`src/sv/pcd_pkg.sv`:
```
package pcd_pkg;

    // Field and register widths
    localparam int PIX_W = 8;   // grey pixel
    localparam int CNT_W = 7;   // frame count register
    localparam int IDX_W = 6;   // frame index

    // Control sequencer states
    typedef enum logic [1:0] {
        S_IDLE,
        S_DIV,
        S_EMIT
    } t_state;

    // Divider status seen by the sequencer
    typedef struct packed {
        logic             done;
        logic [PIX_W-1:0] quo;
        logic [CNT_W-1:0] rem;
    } t_div_stat;

endpackage

```
`src/sv/pixel_cross_dissolve.sv`:
```
// Channel   Valid         Ready         Payload
// input     i_valid       o_ready       i_pixel_first, i_pixel_second
// output    o_valid       i_ready       o_blended_pixel, o_frame_index, o_last_of_run
// config    i_cfg_valid   o_cfg_ready   i_cfg_frame_count
//
// Per pixel pair: the pair is accepted, the serial divider splits
// (second - first) by the frame count, its quotient is taken, then one
// result per cycle follows for n frames while the output is not stalled.
// A frame count of zero accepts the pair and gives no result.
// Reset (synchronous, active low) sets the frame count to 16 and empties the
// output register. A stalled output holds the run; o_ready stays low until the
// run's last transfer has been loaded into the output register.
module pixel_cross_dissolve import pcd_pkg::*; #(
    parameter int MAX_FRAMES = 64
) (
    input  logic             i_clk,
    input  logic             i_rst_n,
    // configuration
    input  logic             i_cfg_valid,
    output logic             o_cfg_ready,
    input  logic [CNT_W-1:0] i_cfg_frame_count,
    // pixel pairs
    input  logic             i_valid,
    output logic             o_ready,
    input  logic [PIX_W-1:0] i_pixel_first,
    input  logic [PIX_W-1:0] i_pixel_second,
    // blended results
    output logic             o_valid,
    input  logic             i_ready,
    output logic [PIX_W-1:0] o_blended_pixel,
    output logic [IDX_W-1:0] o_frame_index,
    output logic             o_last_of_run
);

    t_state            r_state, n_state;
    logic [CNT_W-1:0]  r_frame_count, n_frame_count;
    logic [CNT_W-1:0]  r_n, n_n;       // effective frame count
    logic              r_neg, n_neg;   // second < first
    logic [PIX_W-1:0]  r_q, n_q;       // running quotient = current result
    logic [CNT_W-1:0]  r_r, n_r;       // running remainder
    logic [PIX_W-1:0]  r_qd, n_qd;     // per-frame quotient step (mod 256)
    logic [CNT_W-1:0]  r_rd, n_rd;     // per-frame remainder step
    logic [IDX_W-1:0]  r_idx, n_idx;
    logic              r_out_valid, n_out_valid;
    logic [PIX_W-1:0]  r_out_pix, n_out_pix;
    logic [IDX_W-1:0]  r_out_idx, n_out_idx;
    logic              r_out_last, n_out_last;

    logic [CNT_W-1:0]  eff_n;
    logic [PIX_W:0]    diff;
    logic [PIX_W-1:0]  diff_abs;
    logic              div_start;
    t_div_stat         div_stat;
    logic              in_xfer;
    logic              slot_free;
    logic [CNT_W-1:0]  rem_sum;
    logic              rem_wrap;
    logic              is_last;
    logic [CNT_W-1:0]  n_minus_one;

    // Clamp the frame count, form |second - first|
    assign eff_n    = (r_frame_count > CNT_W'(MAX_FRAMES)) ? CNT_W'(MAX_FRAMES)
                                                           : r_frame_count;
    assign diff     = {1'b0, i_pixel_second} - {1'b0, i_pixel_first};
    assign diff_abs = diff[PIX_W] ? ((~diff[PIX_W-1:0]) + 1'b1) : diff[PIX_W-1:0];

    assign in_xfer   = i_valid && o_ready;
    assign div_start = in_xfer && (eff_n != '0);

    pcd_divider u_div (
        .i_clk      (i_clk),
        .i_rst_n    (i_rst_n),
        .i_start    (div_start),
        .i_dividend (diff_abs),
        .i_divisor  (eff_n),
        .o_stat     (div_stat)
    );

    // Per-frame step: remainder add with one wrap, quotient add with carry
    assign rem_sum     = r_r + r_rd;
    assign rem_wrap    = (rem_sum >= r_n);
    assign n_minus_one = r_n - 1'b1;
    assign is_last     = ({1'b0, r_idx} == n_minus_one);
    assign slot_free   = !r_out_valid || i_ready;

    always_comb begin
        n_state       = r_state;
        n_frame_count = r_frame_count;
        n_n           = r_n;
        n_neg         = r_neg;
        n_q           = r_q;
        n_r           = r_r;
        n_qd          = r_qd;
        n_rd          = r_rd;
        n_idx         = r_idx;
        n_out_valid   = r_out_valid;
        n_out_pix     = r_out_pix;
        n_out_idx     = r_out_idx;
        n_out_last    = r_out_last;

        if (i_cfg_valid) begin
            n_frame_count = i_cfg_frame_count;
        end

        if (r_out_valid && i_ready) begin
            n_out_valid = 1'b0;
        end

        unique case (r_state)
            S_IDLE: begin
                if (div_start) begin
                    n_state = S_DIV;
                    n_n     = eff_n;
                    n_neg   = diff[PIX_W];
                    n_q     = i_pixel_first;
                    n_r     = '0;
                    n_idx   = '0;
                end
            end
            S_DIV: begin
                // floor split of the signed difference by n
                if (div_stat.done) begin
                    n_state = S_EMIT;
                    if (!r_neg) begin
                        n_qd = div_stat.quo;
                        n_rd = div_stat.rem;
                    end else if (div_stat.rem == '0) begin
                        n_qd = ~div_stat.quo + 1'b1;
                        n_rd = '0;
                    end else begin
                        n_qd = ~div_stat.quo;
                        n_rd = r_n - div_stat.rem;
                    end
                end
            end
            S_EMIT: begin
                if (slot_free) begin
                    n_out_valid = 1'b1;
                    n_out_pix   = r_q;
                    n_out_idx   = r_idx;
                    n_out_last  = is_last;
                    n_r         = rem_wrap ? (rem_sum - r_n) : rem_sum;
                    n_q         = r_q + r_qd + {{(PIX_W-1){1'b0}}, rem_wrap};
                    n_idx       = r_idx + 1'b1;
                    if (is_last) begin
                        n_state = S_IDLE;
                    end
                end
            end
            default: begin
                n_state = S_IDLE;
            end
        endcase
    end

    always_ff @(posedge i_clk) begin
        if (!i_rst_n) begin
            r_state       <= S_IDLE;
            r_frame_count <= CNT_W'(16);
            r_out_valid   <= 1'b0;
        end else begin
            r_state       <= n_state;
            r_frame_count <= n_frame_count;
            r_out_valid   <= n_out_valid;
        end
    end

    always_ff @(posedge i_clk) begin
        r_n        <= n_n;
        r_neg      <= n_neg;
        r_q        <= n_q;
        r_r        <= n_r;
        r_qd       <= n_qd;
        r_rd       <= n_rd;
        r_idx      <= n_idx;
        r_out_pix  <= n_out_pix;
        r_out_idx  <= n_out_idx;
        r_out_last <= n_out_last;
    end

    assign o_cfg_ready     = 1'b1;
    assign o_ready         = (r_state == S_IDLE);
    assign o_valid         = r_out_valid;
    assign o_blended_pixel = r_out_pix;
    assign o_frame_index   = r_out_idx;
    assign o_last_of_run   = r_out_last;

endmodule

```
`src/sv/pcd_divider.sv`:
```
// Restoring divider, one quotient bit per cycle.
// Divisor is 1..64, so the remainder always fits in CNT_W bits.
module pcd_divider import pcd_pkg::*; (
    input  logic             i_clk,
    input  logic             i_rst_n,
    input  logic             i_start,
    input  logic [PIX_W-1:0] i_dividend,
    input  logic [CNT_W-1:0] i_divisor,
    output t_div_stat        o_stat
);

    localparam int STEP_W = $clog2(PIX_W);

    logic              r_busy, n_busy;
    logic              r_done, n_done;
    logic [STEP_W-1:0] r_cnt, n_cnt;
    logic [PIX_W-1:0]  r_quo, n_quo;
    logic [CNT_W-1:0]  r_rem, n_rem;
    logic [CNT_W-1:0]  r_div, n_div;

    logic [CNT_W:0]    trial;
    logic [CNT_W:0]    diff;
    logic              fits;

    // One trial subtraction per cycle
    assign trial = {r_rem, r_quo[PIX_W-1]};
    assign diff  = trial - {1'b0, r_div};
    assign fits  = (trial >= {1'b0, r_div});

    always_comb begin
        n_busy = r_busy;
        n_done = 1'b0;
        n_cnt  = r_cnt;
        n_quo  = r_quo;
        n_rem  = r_rem;
        n_div  = r_div;
        if (i_start) begin
            n_busy = 1'b1;
            n_cnt  = '0;
            n_quo  = i_dividend;
            n_rem  = '0;
            n_div  = i_divisor;
        end else if (r_busy) begin
            n_rem = fits ? diff[CNT_W-1:0] : trial[CNT_W-1:0];
            n_quo = {r_quo[PIX_W-2:0], fits};
            n_cnt = r_cnt + 1'b1;
            if (r_cnt == STEP_W'(PIX_W - 1)) begin
                n_busy = 1'b0;
                n_done = 1'b1;
            end
        end
    end

    always_ff @(posedge i_clk) begin
        if (!i_rst_n) begin
            r_busy <= 1'b0;
            r_done <= 1'b0;
            r_cnt  <= '0;
        end else begin
            r_busy <= n_busy;
            r_done <= n_done;
            r_cnt  <= n_cnt;
        end
    end

    always_ff @(posedge i_clk) begin
        r_quo <= n_quo;
        r_rem <= n_rem;
        r_div <= n_div;
    end

    assign o_stat.done = r_done;
    assign o_stat.quo  = r_quo;
    assign o_stat.rem  = r_rem;

endmodule

```
`config.mk`:
```
export PLATFORM = sky130hd
export DESIGN_NAME = pixel_cross_dissolve
export DESIGN_NICKNAME = d
export VERILOG_FILES = /design/src/sv/pcd_pkg.sv /design/src/sv/pixel_cross_dissolve.sv /design/src/sv/pcd_divider.sv
export SDC_FILE = /design/constraint.sdc
export NUM_CORES = 1
export LEC_CHECK = 0
export ABC_AREA = 1
export BUFFER_PORTS_ARGS = -buffer_cell sky130_fd_sc_hd__buf_2
export CORE_MARGIN = 5
export CORE_UTILIZATION = 25
export DETAILED_ROUTE_END_ITERATION = 12
export GPL_TIMING_DRIVEN = 0
export PLACE_DENSITY = 0.49
export RECOVER_POWER = 25
export SYNTH_ARGS = -nofsm -noshare
export SYNTH_HDL_FRONTEND = slang
export SYNTH_SLANG_ARGS = --single-unit
export TNS_END_PERCENT = 50
```
`constraint.sdc`:
```
create_clock -name i_clk -period 6.85 [get_ports i_clk]
set_input_delay 1.7125 -clock i_clk [delete_from_list [all_inputs] [get_ports i_clk]]
set_output_delay 1.7125 -clock i_clk [all_outputs]
set_load 0.02 [all_outputs]
```
==> out/qor.txt, run 1 <==
Reg2Reg Launch Point: r_r[0]
routed len/inst: 12.3 µm
Clk pwr share: 0.242
Fill cells: 2551
status: finished clean
CTS Hold Bufs: 0
detailed-route via count: 4613
Residual DRC: 0
Worst R2R Path Depth: 25
Via-to-Cell Ratio: 4.24
Gate Count Post-Synth: 703
post-DP HPWL: 10800 µm
internal cell power: 1260 µW
crit path max-delay cell type: fa_1
vias in the first global route: 4481
critical path's top delay family: adder cells
die width: 165 µm
Yosys warning total: 0
peak supply drop: 0.000131 V
Syn Area/Cell: 8.60 µm²
1st-pass router iterations: 4
die footprint: 0.0274 mm²
CP Depth: 25
Worst Tran Pin Value: 1200 ps
Top cell by count, worst path: nand2_1
HP Class: flop to flop
Nets: 840
share of layout cells above drive strength 1: 0.118
first-pass GRT wire length: 22400 µm
#FFs+latches synth: 96
Worst Path Buf+Inv: 4
final wirelength: 13400 µm
combinational power share: 0.386
biggest area consumer among synthesized cells: edfxtp_1
reg2reg end: r_q[6]
CTS resizes: 0
Tmin final: 4370 ps
internal reg-to-reg setup slack: 2480 ps
slew margin rel.: 0.199
H-tree depth: 3
Area Overhead vs Synth: 15.6%
Peak Freq: 229 MHz
setup TNS: 0 ps
CTS clk-pin slew, worst paths: 70 ps
Initial Util: 0.251
Worst Setup EP: r_q[6]
RSZ-0062 raised after global routing: false
Setup violations, final: 0
Total GRT Usage: 0.105
CP arrival: 4450 ps
total power: 2030 µW
Post-Syn Area: 0.00604 mm²
row count: 57
DR iter-0 viols: 249
root buffer cell: clkbuf_16
setup repair bufs after CTS: 0
clk buf depth: 2
Worst setup startpoint: r_r[0]
Die H: 165 µm
Final Hold Viols: 0
largest net degree at the start of global routing: 19
Seq pwr share: 0.372
Sequential Area: 0.00266 mm²
Leakage: 0.00309 µW
TritonCTS Sinks: 96
Seq/Total Area, Yosys: 0.440
initial antenna violation count: 0
ANT cells: 0
Netlist cell types: 41
area of the multi-input gates: 0.00289 mm²
crit end category: flop
PD cells: 291 mW/mm²
PortBufs: 44
Syn Nets: 784
# IOs: 46
sw frac: 0.381
Worst EP required: 6940 ps
dominant cells by area after synthesis: edfxtp_1 (37%), ha_1 (9.5%), nand2_1 (8.8%)
Final ANT Viol Nets: 0
Max Cap Viol: 0
worst-skew pair later-pin latency: 360 ps
Crit Path Class: flop to flop
Final Slew Violations: 0
max incr delay on CP: 420 ps
startpoint class of the critical path: flop
RePlAce Congestion: 0.827
GRT overflow: 0
CTS tree: done
Synth top area share: 0.368
Clock Skew: 10.9 ps
CP max FO: 5
Psw: 775 µW
area of the core: 0.0240 mm²
CTS Buf Count: 9
Final Cycle Share: 0.637
[metrics by stage]
stage                     instances  hold WS [ps]  setup WS, ps  utilization  area [µm²]
after global placement         1071           450          1970        0.278        6670
after floorplan                 703           426          3080            -        6040
after CTS                      1088           475          2510        0.291        6990
final                          1088           471          2480        0.291        6990
after global routing           1088           481          2090        0.291        6990
after detailed placement       1072           459          2540        0.279        6700
[power by group through the flow]
stage          Sequential (µW)  Combinational (µW)  Clock [µW]
2_1_floorplan              754                 624           0
3_3_place_gp               771                 778           0
3_5_place_dp               769                 786           0
4_1_cts                    756                 791         510
5_1_grt                    764                 898         536
6_report                   756                 785         492
[metal layers]
layer,up-vias,routed length (µm),GRT usage
met5,-,0,0
met4,0,184,0.0337
met3,13,463,0.0228
met2,52,5790,0.163
met1,2088,6960,0.145
li1,2460,-,-
[synth_stat cells (all sizes together)]
| library cell | n |
|---|---|
| edfxtp | 74 |
| a21boi | 1 |
| xnor2 | 11 |
| nand4 | 19 |
| xor2 | 22 |
| nand3b | 4 |
| clkinv | 1 |
| nor3 | 4 |
| dfxtp | 22 |
| nor4 | 2 |
| o21a | 2 |
| a31o | 1 |
| o22ai | 7 |
| inv | 116 |
| ha | 46 |
| o21bai | 3 |
| nand3 | 46 |
| or2 | 1 |
| a31oi | 4 |
| buf | 5 |
| o211ai | 2 |
| a21oi | 45 |
| o21ai | 44 |
| conb | 1 |
| a211oi | 2 |
| nor2 | 59 |
| nand2 | 145 |
| a21o | 1 |
| fa | 7 |
| clkbuf | 6 |
[area by class of cell]
class	instances	area share
inverters	117	0.0628
repair buffers	45	0.0354
clock inverters	7	0.00913
flip-flops and latches	96	0.381
plain buffers	11	0.00823
multi-input cells	479	0.413
well taps	324	0.0580
clock buffers	9	0.0322
[flip-flops by register name, summed over array words and instances (netlist names), 2 cells and up]
signal           count
u_div.r_rem          7
r_frame_count        7
u_div.r_div          7
r_state              2
r_rd                 7
r_r                  7
r_n                  7
r_q                  8
u_div.r_quo          8
u_div.r_cnt          3
r_qd                 8
o_blended_pixel      8
r_idx                6
o_frame_index        6
[logic make-up after synthesis]
kind of cell    after synthesis  synth area share
other cells                   1          0.000620
compound gates              112             0.103
simple gates                280             0.208
flops                        96             0.440
xor+xnor                     33            0.0478
fa+ha+maj                    53             0.118
buf+inv                     128            0.0822
[worst min-delay path: cells and delay by family (launching register included)]
family	cells	cell delay, ps
AND/OR/NAND/NOR	1	60
flip-flops	1	310
AO/OA/AOI/OAI	1	50
[layout by cell type, fill, tap and decap left out, types with 4 or more instances in the layout]
cell type	Yosys	final
a21oi_1	44	44
a31oi_1	4	4
buf_2	1	45
buf_4	4	4
clkbuf_1	6	6
clkbuf_16	0	9
dfxtp_1	22	22
edfxtp_1	74	74
fa_1	7	7
ha_1	46	46
inv_1	107	107
inv_2	9	9
nand2_1	142	142
nand3_1	45	45
nand3b_1	4	4
nand4_1	19	19
nor2_1	53	53
nor2_2	4	4
o21ai_0	21	20
o21ai_1	23	23
o22ai_1	7	7
xnor2_1	11	11
xor2_1	22	22
[worst min-delay path by stage]
stage                   startpoint                 end  slack (ps)  cells past startpoint
global placement            r_q[0]  o_blended_pixel[0]         450                      0
global route                r_q[6]  o_blended_pixel[6]         480                      0
finish              u_div.r_cnt[1]      u_div.r_cnt[1]         470                      2
detailed placement          r_q[5]  o_blended_pixel[5]         460                      0
floorplan                   r_q[0]  o_blended_pixel[0]         430                      0
CTS                 u_div.r_cnt[1]      u_div.r_cnt[1]         470                      2
Power figures use the tool's default switching activity.
==> run 2: changes to the inputs <==
--- a/config.mk
+++ b/config.mk
@@ -11,7 +11,7 @@
 export CORE_UTILIZATION = 25
 export DETAILED_ROUTE_END_ITERATION = 12
 export GPL_TIMING_DRIVEN = 0
-export PLACE_DENSITY = 0.49
+export PLACE_DENSITY = 0.5
 export RECOVER_POWER = 25
 export SYNTH_ARGS = -nofsm -noshare
 export SYNTH_HDL_FRONTEND = slang
==> constraint.sdc (replaced) <==
create_clock -name i_clk -period 3.65 [get_ports i_clk]
set_input_delay 0.9125 -clock i_clk [delete_from_list [all_inputs] [get_ports i_clk]]
set_output_delay 0.9125 -clock i_clk [all_outputs]
set_load 0.02 [all_outputs]
==> run 2 against run 1 <==
Compared with the run above:
- the flow now finishes with violations (negative setup slack)
- total power rose by 92%
- design area up 2.6%
- combinational power increased by 94%
- clock power rose by 95%
- fmax rose by 15%
- clock-buffer cell count unchanged
- sequential power increased by 88%
- global-route usage fell by 0.11 points
- die area unchanged
- final cell count up 1.2%
- sequential share of layout area fell by 0.98 points
- setup slack got worse by 2600 ps
- highest routed layer unchanged
==> out/qor.txt, run 2 (synthesized netlist as in run 1, its figures left out) <==
die width: 165 µm (unchanged)
Cell Count, Final, Fillers Out: 1101 (+1.2%)
Final Cycle Share: 1.04 (+0.406)
Total GRT Usage: 0.104 (-0.00112)
commonest non-fill, non-tap cell in the layout: nand2_1
Worst EP required: 3740 ps (-3200 ps)
pre-CTS WS: -448 ps (-2990 ps)
internal reg-to-reg setup slack: -160 ps (-2640 ps)
Clock Skew: 12.3 ps (+1.45 ps)
crit end category: flop
first-pass GRT wire length: 22300 µm (-0.34%)
CP max FO: 2 (-3)
peak supply drop: 0.000248 V (+90%)
Leakage: 0.00316 µW (+2.2%)
Final Cell Area: 0.00718 mm² (+2.6%)
startpoint class of the critical path: flop
share of layout cells above drive strength 1: 0.154 (+0.0366)
Worst Tran Pin Value: 694 ps (-504 ps)
CP arrival: 3900 ps (-550 ps)
sw frac: 0.371 (-0.0101)
worst-skew pair later-pin latency: 350 ps (about the same)
TritonCTS Sinks: 96 (unchanged)
end of the worst hold path: u_div.r_cnt[2]
H-tree depth: 3 (unchanged)
Worst R2R Path Depth: 25 (unchanged)
ANT cells: 0 (unchanged)
HP Class: flop to flop
1st-pass router iterations: 4 (unchanged)
GRT overflow: 0 (unchanged)
CTS clk-pin slew, worst paths: 70 ps (about the same)
Die H: 165 µm (unchanged)
combinational power share: 0.390 (+0.004)
Fill cells: 2556 (+0.20%)
die footprint: 0.0274 mm² (unchanged)
Psw: 1450 µW (+87%)
Nets: 853 (+1.5%)
detailed-route via count: 4668 (+1.2%)
RSZ-0062 raised after global routing: true
root buffer cell: clkbuf_16
Setup violations, final: 1 (+1)
Final ANT Viol Nets: 0 (unchanged)
most frequent cells in the layout: nand2_1 (137), inv_1 (103), edfxtp_1 (74)
failing checks: negative setup slack
routed len/inst: 12.4 µm (+0.98%)
PortBufs: 44 (unchanged)
PD cells: 543 mW/mm² (+87%)
row count: 57 (unchanged)
Residual DRC: 0 (unchanged)
clk buf depth: 2 (unchanged)
Reg2Reg Launch Point: r_r[0]
CTS Hold Bufs: 0 (unchanged)
hold path start: u_div.r_cnt[2]
dpl cell area: 0.00671 mm² (+0.13%)
Area Overhead vs Synth: 18.7%
Peak Freq: 263 MHz (+15%)
# placed instances: 1072 (unchanged)
reg2reg end: r_q[6]
largest net degree at the start of global routing: 17 (-2)
Tmin final: 3810 ps (-557 ps)
slew margin rel.: 0.536 (+0.337)
setup TNS: -159 ps (-159 ps)
vias in the first global route: 4469 (-0.27%)
Clk pwr share: 0.246 (+0.004)
DR iter-0 viols: 259 (+4.0%)
status: complete, but fails checks
RePlAce Congestion: 0.821 (-0.73%)
hold depth: 2 (unchanged)
# IOs: 46 (unchanged)
Worst setup startpoint: r_r[0]
Final Hold Viols: 0 (unchanged)
post-DP HPWL: 10800 µm (+0.46%)
internal cell power: 2450 µW (+95%)
Initial Util: 0.251 (unchanged)
area of the core: 0.0240 mm² (unchanged)
initial antenna violation count: 0 (unchanged)
Via-to-Cell Ratio: 4.24 (about the same)
Max Cap Viol: 0 (unchanged)
Seq pwr share: 0.365 (-0.007)
Final Slew Violations: 0 (unchanged)
setup ws final: -159 ps (-2640 ps)
CTS tree: done
final core occ: 0.299 (+0.00771)
final wirelength: 13700 µm (+2.2%)
CTS Buf Count: 9 (unchanged)
Crit Path Class: flop to flop
## run 2: changes by cell type in the layout (fill, tap and decap cells not counted), sizes merged
cell,delta
buf,+11
bufinv,+1
clkbuf,+2
clkinv,+2
clkinvlp,-2
inv,-1
## run 2: per-layer routing
metal  vias to the layer above  wire [µm]  global-route usage
li1                       2487          -                   -
met1                      2103       7190               0.146
met2                        69       5930               0.162
met3                         9        427              0.0211
met4                         0        137              0.0277
met5                         -          0                   0
## run 2: how the worst max path moves through the flow
stage | endpoint | slack (ps) | cells past startpoint
2_1_floorplan | r_q[6] | 30 | 25
4_1_cts | r_q[6] | -180 | 25
6_report | r_q[6] | -160 | 25
3_5_place_dp | r_q[6] | -450 | 25
5_1_grt | r_q[6] | -390 | 25
3_3_place_gp | r_q[6] | -600 | 3
## run 2: area by class of cell
class                      count  area [µm²]  share of cell area
tap                          324         405              0.0565
clock inverter                 7        68.8             0.00959
buffer                        11        57.6             0.00802
timing repair buffer          58         347              0.0483
clock buffer                   9         225              0.0314
sequential                    96        2660               0.371
inverter                     117         439              0.0612
multi-input combinational    479        2970               0.414
## run 2: repair_timing
action | 4_1_cts | 5_1_grt
resized for setup | 16 | 3
setup endpoints to repair | 5 | 5
setup buffers | 7 | 5
pin swaps | 6 | 11
## run 2: critical path, cell delays in order, from the launching register on
cell and delay (ps):
edfxtp_1 350, ha_2 190, inv_2 40, fa_2 340, o21ai_2 140, nand2_1 90, a21boi_2 170, nor2_1 50
nand2_1 70, nand2_2 70, ha_4 290, inv_2 30, o21bai_1 140, a31oi_1 70, nand3_2 90, inv_2 60
fa_2 380, fa_2 360, inv_2 70, nand3_2 60, nand2_2 70, nand2_2 60, nand2_2 70, a21oi_2 50
xor2_1 160, o21ai_1 70
## run 2: power by group through the flow
stage | clock [µW] | sequential (µW) | combinational, µW
final | 957 | 1420 | 1520
after global routing | 1030 | 1440 | 1740
after CTS | 988 | 1420 | 1510
after detailed placement | 0 | 1450 | 1480
after global placement | 0 | 1450 | 1470
after floorplan | 0 | 1420 | 1180
## run 2: stage by stage
stage / power, µW / hold WS [ps]
after floorplan: 2590 / 426
after global placement: 2920 / 459
after detailed placement: 2920 / 455
after CTS: 3920 / 473
after global routing: 4200 / 486
final: 3900 / 468
==> run 3: changes to the inputs <==
--- a/config.mk
+++ b/config.mk
@@ -7,12 +7,12 @@
 export LEC_CHECK = 0
 export ABC_AREA = 1
 export BUFFER_PORTS_ARGS = -buffer_cell sky130_fd_sc_hd__buf_2
-export CORE_MARGIN = 5
+export CORE_ASPECT_RATIO = 0.5
+export CORE_MARGIN = 2
 export CORE_UTILIZATION = 25
 export DETAILED_ROUTE_END_ITERATION = 12
 export GPL_TIMING_DRIVEN = 0
 export PLACE_DENSITY = 0.5
-export RECOVER_POWER = 25
 export SYNTH_ARGS = -nofsm -noshare
 export SYNTH_HDL_FRONTEND = slang
 export SYNTH_SLANG_ARGS = --single-unit
==> run 3 against run 2 <==
Compared with the run above:
- the run still ends with negative setup slack left
- final cell count down 0.64%
- global-route usage up 1.3 points
- die area down 6.8%
- critical path depth down 1
- wire length up 3.9%
- highest routed layer unchanged
- first-iteration DRC count down 6.9%
- setup slack worse by 3.1 ps
- sequential share of layout area about the same
- via count up 1.4%
==> out/qor.txt, run 3 (synthesized netlist as in run 1, its figures left out) <==
initial antenna violation count: 0 (unchanged)
Fill cells: 2495 (-2.4%)
vias in the first global route: 4652 (+4.1%)
Via-to-Cell Ratio: 4.33 (+2.0%)
PortBufs: 44 (unchanged)
Tmin final: 3810 ps (+3.10 ps)
reg2reg end: r_q[6]
Area Overhead vs Synth: 18.8%
final wirelength: 14200 µm (+3.9%)
status: complete, but fails checks
setup ws final: -162 ps (-3.10 ps)
Residual DRC: 0 (unchanged)
Final ANT Viol Nets: 0 (unchanged)
Cell Count, Final, Fillers Out: 1094 (-0.64%)
area of the core: 0.0239 mm² (-0.67%)
H-tree depth: 3 (unchanged)
hold path start: r_q[0]
Nets: 855 (+0.23%)
GRT overflow: 0 (unchanged)
root buffer cell: clkbuf_16
Leakage: 0.00317 µW (+0.13%)
CTS tree: done
post-DP HPWL: 11400 µm (+5.0%)
die width: 224 µm (+35%)
pre-CTS WS: -488 ps (-40.3 ps)
internal reg-to-reg setup slack: -160 ps (about the same)
PD cells: 538 mW/mm² (-0.87%)
most frequent cells in the layout: nand2_1 (137), inv_1 (103), edfxtp_1 (74)
Peak Freq: 262 MHz (about the same)
worst-skew pair later-pin latency: 350 ps (about the same)
Reg2Reg Launch Point: r_rd[0]
Initial Util: 0.253 (+0.00170)
Worst Tran Pin Value: 793 ps (+98.7 ps)
share of layout cells above drive strength 1: 0.169 (+0.0150)
Final Cycle Share: 1.04 (about the same)
Die H: 114 µm (-31%)
TritonCTS Sinks: 96 (unchanged)
detailed-route via count: 4732 (+1.4%)
CTS Buf Count: 9 (unchanged)
worst hold slack: 456 ps (-12.0 ps)
end of the worst hold path: o_blended_pixel[0]
Total GRT Usage: 0.116 (+0.0126)
ANT cells: 0 (unchanged)
Clock Skew: 10.2 ps (-2.19 ps)
hold depth: 0 (-2)
# IOs: 46 (unchanged)
CTS clk-pin slew, worst paths: 70 ps (about the same)
clk buf depth: 2 (unchanged)
Worst R2R Path Depth: 24 (-4.0%)
slew margin rel.: 0.471 (-0.0647)
CP arrival: 3900 ps (about the same)
1st-pass router iterations: 4 (unchanged)
Final Slew Violations: 0 (unchanged)
DR iter-0 viols: 241 (-6.9%)
peak supply drop: 0.000241 V (-2.9%)
routed len/inst: 13.0 µm (+4.6%)
Worst EP required: 3740 ps (about the same)
crit end category: flop
Max Cap Viol: 0 (unchanged)
Final Hold Viols: 0 (unchanged)
Crit Path Class: flop to flop
startpoint class of the critical path: flop
HP Class: flop to flop
CP max FO: 4 (+2)
commonest non-fill, non-tap cell in the layout: nand2_1
first-pass GRT wire length: 23200 µm (+4.1%)
Setup violations, final: 1 (unchanged)
failing checks: negative setup slack
# placed instances: 1063 (-0.84%)
die footprint: 0.0255 mm² (-6.8%)
row count: 40 (-30%)
RSZ-0062 raised after global routing: true
largest net degree at the start of global routing: 18 (+1)
RePlAce Congestion: 0.874 (+6.4%)
## run 3: power breakdown
group / internal (µW) / switching (µW)
Sequential: 1340 / 87.6
Combinational: 597 / 945
Clock: 472 / 428
Total: 2410 / 1460
## run 3: critical path, stage by stage, from the launching register on
cell and delay (ps):
edfxtp_1 390, ha_4 160, inv_2 30, fa_2 340
o21ai_2 160, nand2_1 90, a21boi_2 160, nor2_1 50
nand2_1 60, nand2_2 70, ha_4 300, buf_4 120
nand4_1 110, nand3_2 110, inv_2 60, fa_2 360
fa_2 340, inv_2 80, nand3_2 60, nand2_2 80
nand2_2 60, nand2_2 60, a21oi_2 50, xor2_1 180
o21ai_1 70
## run 3: layout make-up
| type | count | area (µm²) | share of cell area |
|---|---|---|---|
| Timing Repair Buffer | 61 | 368 | 0.0512 |
| Buffer | 10 | 50.0 | 0.00697 |
| Tap cell | 315 | 394 | 0.0549 |
| Inverter | 117 | 439 | 0.0611 |
| Clock inverter | 6 | 50.0 | 0.00697 |
| Multi-Input combinational cell | 479 | 2990 | 0.416 |
| Clock buffer | 10 | 229 | 0.0319 |
| Sequential cell | 96 | 2660 | 0.371 |
## run 3: worst max path at each step
stage | from | to | slack (ps) | cells after the start
3_5_place_dp | r_rd[0] | r_q[6] | -490 | 25
4_1_cts | r_rd[0] | r_q[6] | -310 | 25
3_3_place_gp | r_state[1] | r_q[5] | -490 | 5
6_report | r_rd[0] | r_q[6] | -160 | 24
5_1_grt | r_r[0] | r_q[6] | -360 | 24
2_1_floorplan | r_r[0] | r_q[6] | 30 | 25
## run 3: per-layer routing
layer / global-route usage / wire length [µm] / vias to the layer above
met2: 0.186 / 6190 / 60
li1: - / - / 2493
met1: 0.157 / 7310 / 2165
met4: 0.0351 / 193 / 0
met5: 0 / 0 / -
met3: 0.0276 / 532 / 14
## run 3: timing repair
action | 4_1_cts | 5_1_grt
resized for setup | 19 | 8
setup endpoints to repair | 5 | 12
setup buffers | 17 | 2
hold buffers | 0 | 0
pin swaps | 19 | 15
## run 3: through the flow
step / total power (µW) / utilization / TNS [ps] / instance area (µm²)
2_1_floorplan: 2590 / - / 0 / 6070
3_3_place_gp: 2890 / 0.280 / -11310 / 6680
3_5_place_dp: 2920 / 0.281 / -1130 / 6710
4_1_cts: 3900 / 0.300 / -1370 / 7160
5_1_grt: 4170 / 0.301 / -680 / 7180
6_report: 3870 / 0.301 / -162 / 7180
